### config.mk
export PLATFORM = sky130hd
export DESIGN_NAME = ica_ctrl
export DESIGN_NICKNAME = d
export VERILOG_FILES = /design/src/rtl/core/ica_pkg.sv /design/src/rtl/core/ica_ctrl.sv
export SDC_FILE = /design/constraint.sdc
export NUM_CORES = 1
export LEC_CHECK = 0
export ABC_CLOCK_PERIOD_IN_PS = 1900
export BUFFER_PORTS_ARGS = -buffer_cell sky130_fd_sc_hd__buf_2
export CORE_MARGIN = 8
export CORE_UTILIZATION = 40
export CTS_CLUSTER_SIZE = 40
export DETAILED_ROUTE_END_ITERATION = 8
export MAX_ROUTING_LAYER = met4
export SLEW_MARGIN = 40
export SYNTH_ARGS = -nofsm -noshare
export SYNTH_HDL_FRONTEND = slang
export SYNTH_SLANG_ARGS = --single-unit
### constraint.sdc
create_clock -name clk_i -period 1.9 [get_ports clk_i]
set_input_delay 0.19 -clock clk_i [delete_from_list [all_inputs] [get_ports clk_i]]
set_output_delay 0.19 -clock clk_i [all_outputs]
set_load 0.02 [all_outputs]
### src/rtl/core/ica_pkg.sv
// Package: constants, arctangent table, control structs of the attitude core
`timescale 1ns / 1ps
package ica_pkg;
  localparam int AngW = 40;
  localparam int CordW = 36;  // 16-bit operand scaled by 2^16 plus growth
  localparam int ZW = 34;
  localparam logic signed [ZW-1:0] Deg180 = 34'sd3019898880;
  localparam logic signed [AngW-1:0] AngMax = {1'b0, {(AngW-1){1'b1}}};
  localparam logic signed [AngW-1:0] AngMin = {1'b1, {(AngW-1){1'b0}}};

  typedef enum logic [2:0] {
    RegGxOff = 3'd0, RegGyOff = 3'd1, RegGzOff = 3'd2,
    RegDeadband = 3'd3, RegStepScale = 3'd4, RegWeight = 3'd5
  } reg_idx_e;

  // datapath operations issued by the controller
  typedef enum logic [2:0] {
    OpNone    = 3'd0,
    OpLoad    = 3'd1,  // capture sample, fix gyros
    OpCordInit = 3'd2, // set up CORDIC for the selected axis
    OpCordStep = 3'd3,
    OpCordDone = 3'd4, // store accel angle
    OpMul     = 3'd5,  // gyro step product for the selected axis
    OpBlend   = 3'd6,  // predict the selected axis and form the accel difference
    OpBlend2  = 3'd7
  } op_e;

  typedef struct packed {
    op_e        op;
    logic [1:0] axis;  // 0 roll, 1 pitch, 2 yaw
  } dp_cmd_t;

  typedef struct packed {
    logic cord_last;
  } dp_sts_t;

  function automatic logic signed [ZW-1:0] atan_lut(input logic [4:0] i);
    logic signed [ZW-1:0] r;
    case (i)
      5'd0: r = 34'sd754974720;  5'd1: r = 34'sd445687602;
      5'd2: r = 34'sd235489088;  5'd3: r = 34'sd119537938;
      5'd4: r = 34'sd60000934;   5'd5: r = 34'sd30029717;
      5'd6: r = 34'sd15018523;   5'd7: r = 34'sd7509720;
      5'd8: r = 34'sd3754917;    5'd9: r = 34'sd1877466;
      5'd10: r = 34'sd938734;    5'd11: r = 34'sd469367;
      5'd12: r = 34'sd234684;    5'd13: r = 34'sd117342;
      5'd14: r = 34'sd58671;     5'd15: r = 34'sd29335;
      5'd16: r = 34'sd14668;     5'd17: r = 34'sd7334;
      5'd18: r = 34'sd3667;      5'd19: r = 34'sd1833;
      5'd20: r = 34'sd917;       5'd21: r = 34'sd458;
      5'd22: r = 34'sd229;       5'd23: r = 34'sd115;
      5'd24: r = 34'sd57;        5'd25: r = 34'sd29;
      5'd26: r = 34'sd14;        5'd27: r = 34'sd7;
      5'd28: r = 34'sd4;         5'd29: r = 34'sd2;
      5'd30: r = 34'sd1;
      default: r = '0;
    endcase
    return r;
  endfunction
endpackage

### src/rtl/core/ica_ctrl.sv
// Controller: sequences load, two CORDIC runs, products and blends
`timescale 1ns / 1ps
module ica_ctrl #(
  parameter int CordicSteps = 24
) (
  input  logic             clk_i,
  input  logic             rst_ni,
  input  logic             in_valid_i,
  output logic             in_ready_o,
  output logic             out_valid_o,
  input  logic             out_ready_i,
  input  ica_pkg::dp_sts_t sts_i,
  output ica_pkg::dp_cmd_t cmd_o,
  output logic [4:0]       step_o
);
  import ica_pkg::*;
  localparam int NSteps = (CordicSteps > 32) ? 32 : CordicSteps;

  typedef enum logic [7:0] {
    SIdle  = 8'b00000001,
    SInit  = 8'b00000010,
    SStep  = 8'b00000100,
    SDone  = 8'b00001000,
    SMul   = 8'b00010000,
    SBlend = 8'b00100000,
    SBl2   = 8'b01000000,
    SOut   = 8'b10000000
  } state_e;

  state_e state_q, state_d;
  logic [1:0] axis_q, axis_d;
  logic [4:0] step_q, step_d;
  logic accepted;

  assign in_ready_o  = (state_q == SIdle);
  assign out_valid_o = (state_q == SOut);
  assign accepted    = in_valid_i && in_ready_o;
  assign step_o      = step_q;

  always_comb begin
    state_d = state_q;
    axis_d  = axis_q;
    step_d  = step_q;
    cmd_o.op   = OpNone;
    cmd_o.axis = axis_q;
    case (state_q)
      SIdle: begin
        if (accepted) begin
          cmd_o.op = OpLoad;
          axis_d = 2'd0;
          state_d = SInit;
        end
      end
      SInit: begin
        cmd_o.op = OpCordInit;
        step_d = '0;
        state_d = SStep;
      end
      SStep: begin
        cmd_o.op = OpCordStep;
        step_d = step_q + 5'd1;
        if (step_q == 5'(NSteps - 1)) state_d = SDone;
      end
      SDone: begin
        cmd_o.op = OpCordDone;
        if (axis_q == 2'd0) begin
          axis_d = 2'd1;
          state_d = SInit;
        end else begin
          axis_d = 2'd0;
          state_d = SMul;
        end
      end
      SMul: begin
        cmd_o.op = OpMul;
        state_d = SBlend;
      end
      SBlend: begin
        cmd_o.op = OpBlend;
        state_d = SBl2;
      end
      SBl2: begin
        cmd_o.op = OpBlend2;
        if (axis_q == 2'd2) state_d = SOut;
        else begin
          axis_d = axis_q + 2'd1;
          state_d = SMul;
        end
      end
      SOut: begin
        if (out_ready_i) state_d = SIdle;
      end
      default: state_d = SIdle;
    endcase
  end

  always_ff @(posedge clk_i or negedge rst_ni) begin
    if (!rst_ni) begin
      state_q <= SIdle;
      axis_q  <= '0;
      step_q  <= '0;
    end else begin
      state_q <= state_d;
      axis_q  <= axis_d;
      step_q  <= step_d;
    end
  end

  logic unused_sts;
  assign unused_sts = sts_i.cord_last;
endmodule

==> Implementation_results.wiki <==
{| class="wikitable"
! Metric !! Value
|-
| Number of nets with antenna violations after detailed routing || 0
|-
| Die width || approximately 65 µm
|-
| Number of clock buffers inserted by TritonCTS || 3
|-
| Setup crit end kind || primary output
|-
| Average footprint of a synthesized cell || about 9.4 µm²
|-
| Core region area || 2250 µm²
|-
| Number of warnings printed during yosys synthesis || 0
|-
| Top-count cell post-synth || sky130_fd_sc_hd__dfrtp_1
|-
| Setup repair after global routing missed its margin || yes
|-
| Routability Congestion || 0.844
|-
| Die Span Y || 65.1 µm
|-
| Worst hold path depth || 3
|-
| Result of the run || complete, but fails checks
|-
| Clock slew seen by the registers of the worst setup and hold paths || 0.10 ns
|-
| Final setup margin || -0.0143 ns
|-
| P_leak || 0.611 nW
|-
| Non-filler cells in the finished layout || about 160
|-
| Longest individual stage delay on the worst path || 0.46 ns
|-
| Yosys top cell by area || sky130_fd_sc_hd__dfrtp_1
|-
| Routed wire per std cell || approximately 15 µm
|-
| Share of post-route cells with drive strength above 1 || 0.366
|-
| Most common library cells after synthesis || sky130_fd_sc_hd__dfrtp_1 (14), sky130_fd_sc_hd__nand2_1 (11), sky130_fd_sc_hd__nor2_1 (8)
|-
| Final antenna diode count || 0
|-
| Skew final || between 0.01 and 0.015 ns
|-
| Flip-flop cell with the highest count after synthesis || sky130_fd_sc_hd__dfrtp_1
|-
| Synth cell types || 38
|-
| Violated checks || negative setup slack
|-
| Total routing resource utilization after global routing || 0.129
|-
| H-tree Lvls || 1
|-
| CTS Root Buffer Type || sky130_fd_sc_hd__clkbuf_4
|-
| Max-cap violations || 0
|-
| Data arrival time of the critical path || 1.72 ns
|-
| Initial core utilization || 0.428
|-
| Average vias per placed instance || roughly 5.5
|-
| Master of the slowest instance on the critical path || sky130_fd_sc_hd__dfrtp_2
|-
| Layout Nets || ~140
|-
| Vias in the first global route || 937
|-
| Clock tree from TritonCTS || yes
|-
| Residual DRC count || 0
|-
| Register-to-Register Path Depth || 6
|-
| Rel. slew slack || 0.763
|-
| Startpoint Class || register
|-
| Die footprint || about 4200 µm²
|-
| Post-layout minimum cycle time || 1.91 ns
|-
| Clock sink count || 15
|-
| Starting DRT DRC Count || 22
|-
| Slack of the worst reg-to-reg path || 0.21 ns
|-
| Total gr overflow || 0
|-
| Areal power density over the cells || 1220 nW/µm²
|-
| Final total power || around 1.5 mW
|-
| Place WS || 0.166 ns
|-
| Maximum number of pins on one net before global-route repair || 16
|-
| Number of flops mapped to enable cells by yosys || 0
|-
| Synth top area share || 0.363
|-
| Site Rows || 17
|-
| Synthesized netlist cell count || roughly 100
|-
| Hold WC Path Type || primary input to register
|-
| Clock tree buffer depth || 2
|-
| Hold slack || 0.152 ns
|-
| DP Wirelength || 1.79 mm
|-
| Highest ir drop seen on vdd || 0.000775 V
|-
| Async set or reset register ratio after synthesis || 1.00
|-
| Number of buffer and inverter instances along the worst setup path || 1
|-
| Insertion delay to the later sink of the worst-skew pair || 0.30 ns
|-
| Buffers added on ports || 15
|-
| Cell types occupying the most area after synthesis || sky130_fd_sc_hd__dfrtp_1 (36%), sky130_fd_sc_hd__xor2_1 (5.4%), sky130_fd_sc_hd__nand2_1 (4.3%), sky130_fd_sc_hd__ha_1 (3.9%), sky130_fd_sc_hd__nor3b_1 (3.9%)
|-
| Cell class contributing the biggest share of worst-path delay || simple AND/OR/NAND/NOR gates
|-
| Sum of routed wire length over all layers || around 2.4 mm
|-
| Antenna violations before repair || 0
|-
| Critical path class || register to primary output
|-
| Required arrival time at the worst endpoint || 1.71 ns
|-
| Final number of setup-violating endpoints || 1
|-
| Synthesized net count || 111
|-
| Maximum clock rate || 0.522 GHz
|-
| Worst reg2reg path endpoint || step_o[2]$_DFFE_PN0P_
|-
| Number of pins with negative max-slew slack in the final report || 0
|-
| Fraction of the yosys area taken by sequential cells || 0.390
|-
| Cell area after technology mapping || 965 µm²
|-
| Count of vias placed by the detailed router || 897
|-
| I/O Pins || 17
|-
| Tightest Pin Transition || approximately 0.36 ns
|-
| Series of cell instances along the critical path || nor4_4, and4b_1, a21boi_2, nand3b_1, buf_6
|-
| Post-placement cell count || 149
|-
| Part of the cycle the worst path needs || 1.01
|-
| Area added between synthesis and finish || 30.4%
|-
| Number of search-and-repair iterations in the first detailed-routing pass || 4
|-
| Wire length of the first global-routing pass || 4.27 mm
|-
| End point of the most critical hold path || state_q[1]$_DFFE_PN0P_
|-
| Reg2reg start || state_q[7]$_DFFE_PN0P_
|-
| Synthesized flop and latch total || 15
|-
| Total count of hold-check failures in the final report || 0
|-
| Critical path fanouts, max || 4
|-
| Start point of the worst min-delay path || in_valid_i
|}
kinds of logic after synthesis:
logic type               synth area share
XOR/XNOR                           0.0636
AO/OA/AOI/OAI                       0.127
AND/OR/NAND/NOR                     0.315
flip-flops                          0.390
adder cells (fa/ha/maj)            0.0389
buffers and inverters              0.0649
flip-flops by register name (all words and copies together) (netlist names):
| register | flops |
|---|---|
| state_q | 8 |
| step_o | 5 |
| axis_q | 2 |
through the flow:
step / instance area, µm² / TNS, ns / utilization
detailed placement: 1110 / 0 / 0.491
floorplan: 965 / 0 / -
finish: 1260 / -0.0143 / 0.558
global placement: 1110 / 0 / 0.491
global route: 1260 / -0.206 / 0.558
CTS: 1190 / -0.0352 / 0.528
where the power goes:
part	internal (mW)	leakage, nW	switching, mW
logic	0.408	0.399	0.456
clock network	0.0802	0.0139	0.114
registers	0.388	0.198	0.0849
total	0.876	0.611	0.656
layout by cell type (no fill, tap or decap), types with 2 or more instances in the layout:
master / count
sky130_fd_sc_hd__nand2b_1: 2
sky130_fd_sc_hd__nor2_1: 7
sky130_fd_sc_hd__clkbuf_4: 3
sky130_fd_sc_hd__nor4_4: 2
sky130_fd_sc_hd__nand4_1: 3
sky130_fd_sc_hd__a21oi_1: 2
sky130_fd_sc_hd__o21ai_1: 3
sky130_fd_sc_hd__o2111ai_1: 2
sky130_fd_sc_hd__buf_6: 2
sky130_fd_sc_hd__nand2_1: 10
sky130_fd_sc_hd__buf_2: 11
sky130_fd_sc_hd__nand3_1: 7
sky130_fd_sc_hd__buf_4: 20
sky130_fd_sc_hd__dfrtp_1: 12
sky130_fd_sc_hd__o21ai_0: 3
sky130_fd_sc_hd__dfrtp_2: 2
sky130_fd_sc_hd__nor3b_1: 4
sky130_fd_sc_hd__xor2_1: 6
sky130_fd_sc_hd__ha_1: 3
sky130_fd_sc_hd__inv_1: 5
tightest hold or removal path, delay by kind of cell:
kind	cells	cell delay [ns]
buffers and inverters	1	0.13
and+or+nand+nor	2	0.10
worst max-delay path by stage:
stage / startpoint / to / slack [ns] / cells past startpoint
after detailed placement: state_q[7]$_DFFE_PN0P_ / cmd_o[2] / 0.17 / 5
after global routing: state_q[4]$_DFFE_PN0P_ / cmd_o[2] / -0.13 / 5
after CTS: state_q[7]$_DFFE_PN0P_ / cmd_o[2] / -0.04 / 5
after global placement: state_q[7]$_DFFE_PN0P_ / cmd_o[2] / 0.20 / 5
final: state_q[7]$_DFFE_PN0P_ / cmd_o[2] / -0.01 / 5
after floorplan: state_q[4]$_DFFE_PN0P_ / cmd_o[2] / 0.12 / 5
per-layer routing:
metal  part of all wire  track usage  vias to the layer above
li1                   -            -                      429
met2               0.53        0.226                       23
met4             0.0082       0.0381                        0
met3              0.041       0.0339                        4
met5                  0            -                        -
met1               0.42        0.141                      441
repair_timing:
item	4_1_cts	5_1_grt
resized for setup	6	9
hold endpoints to repair	14	0
setup endpoints to repair	2	4
pin swaps	4	6
hold buffers	1	0
setup buffers	4	4
final cells by class:
| type | count | area (µm²) |
|---|---|---|
| inverters | 5 | 18.8 |
| clock inverters | 1 | 7.51 |
| multi-input cells | 76 | 557 |
| flip-flops and latches | 15 | 379 |
| fillers | 230 | 997 |
| clock buffers | 3 | 22.5 |
| well taps | 28 | 35.0 |
| repair buffers | 34 | 238 |
Note: power is estimated with default switching activity, not from simulation.
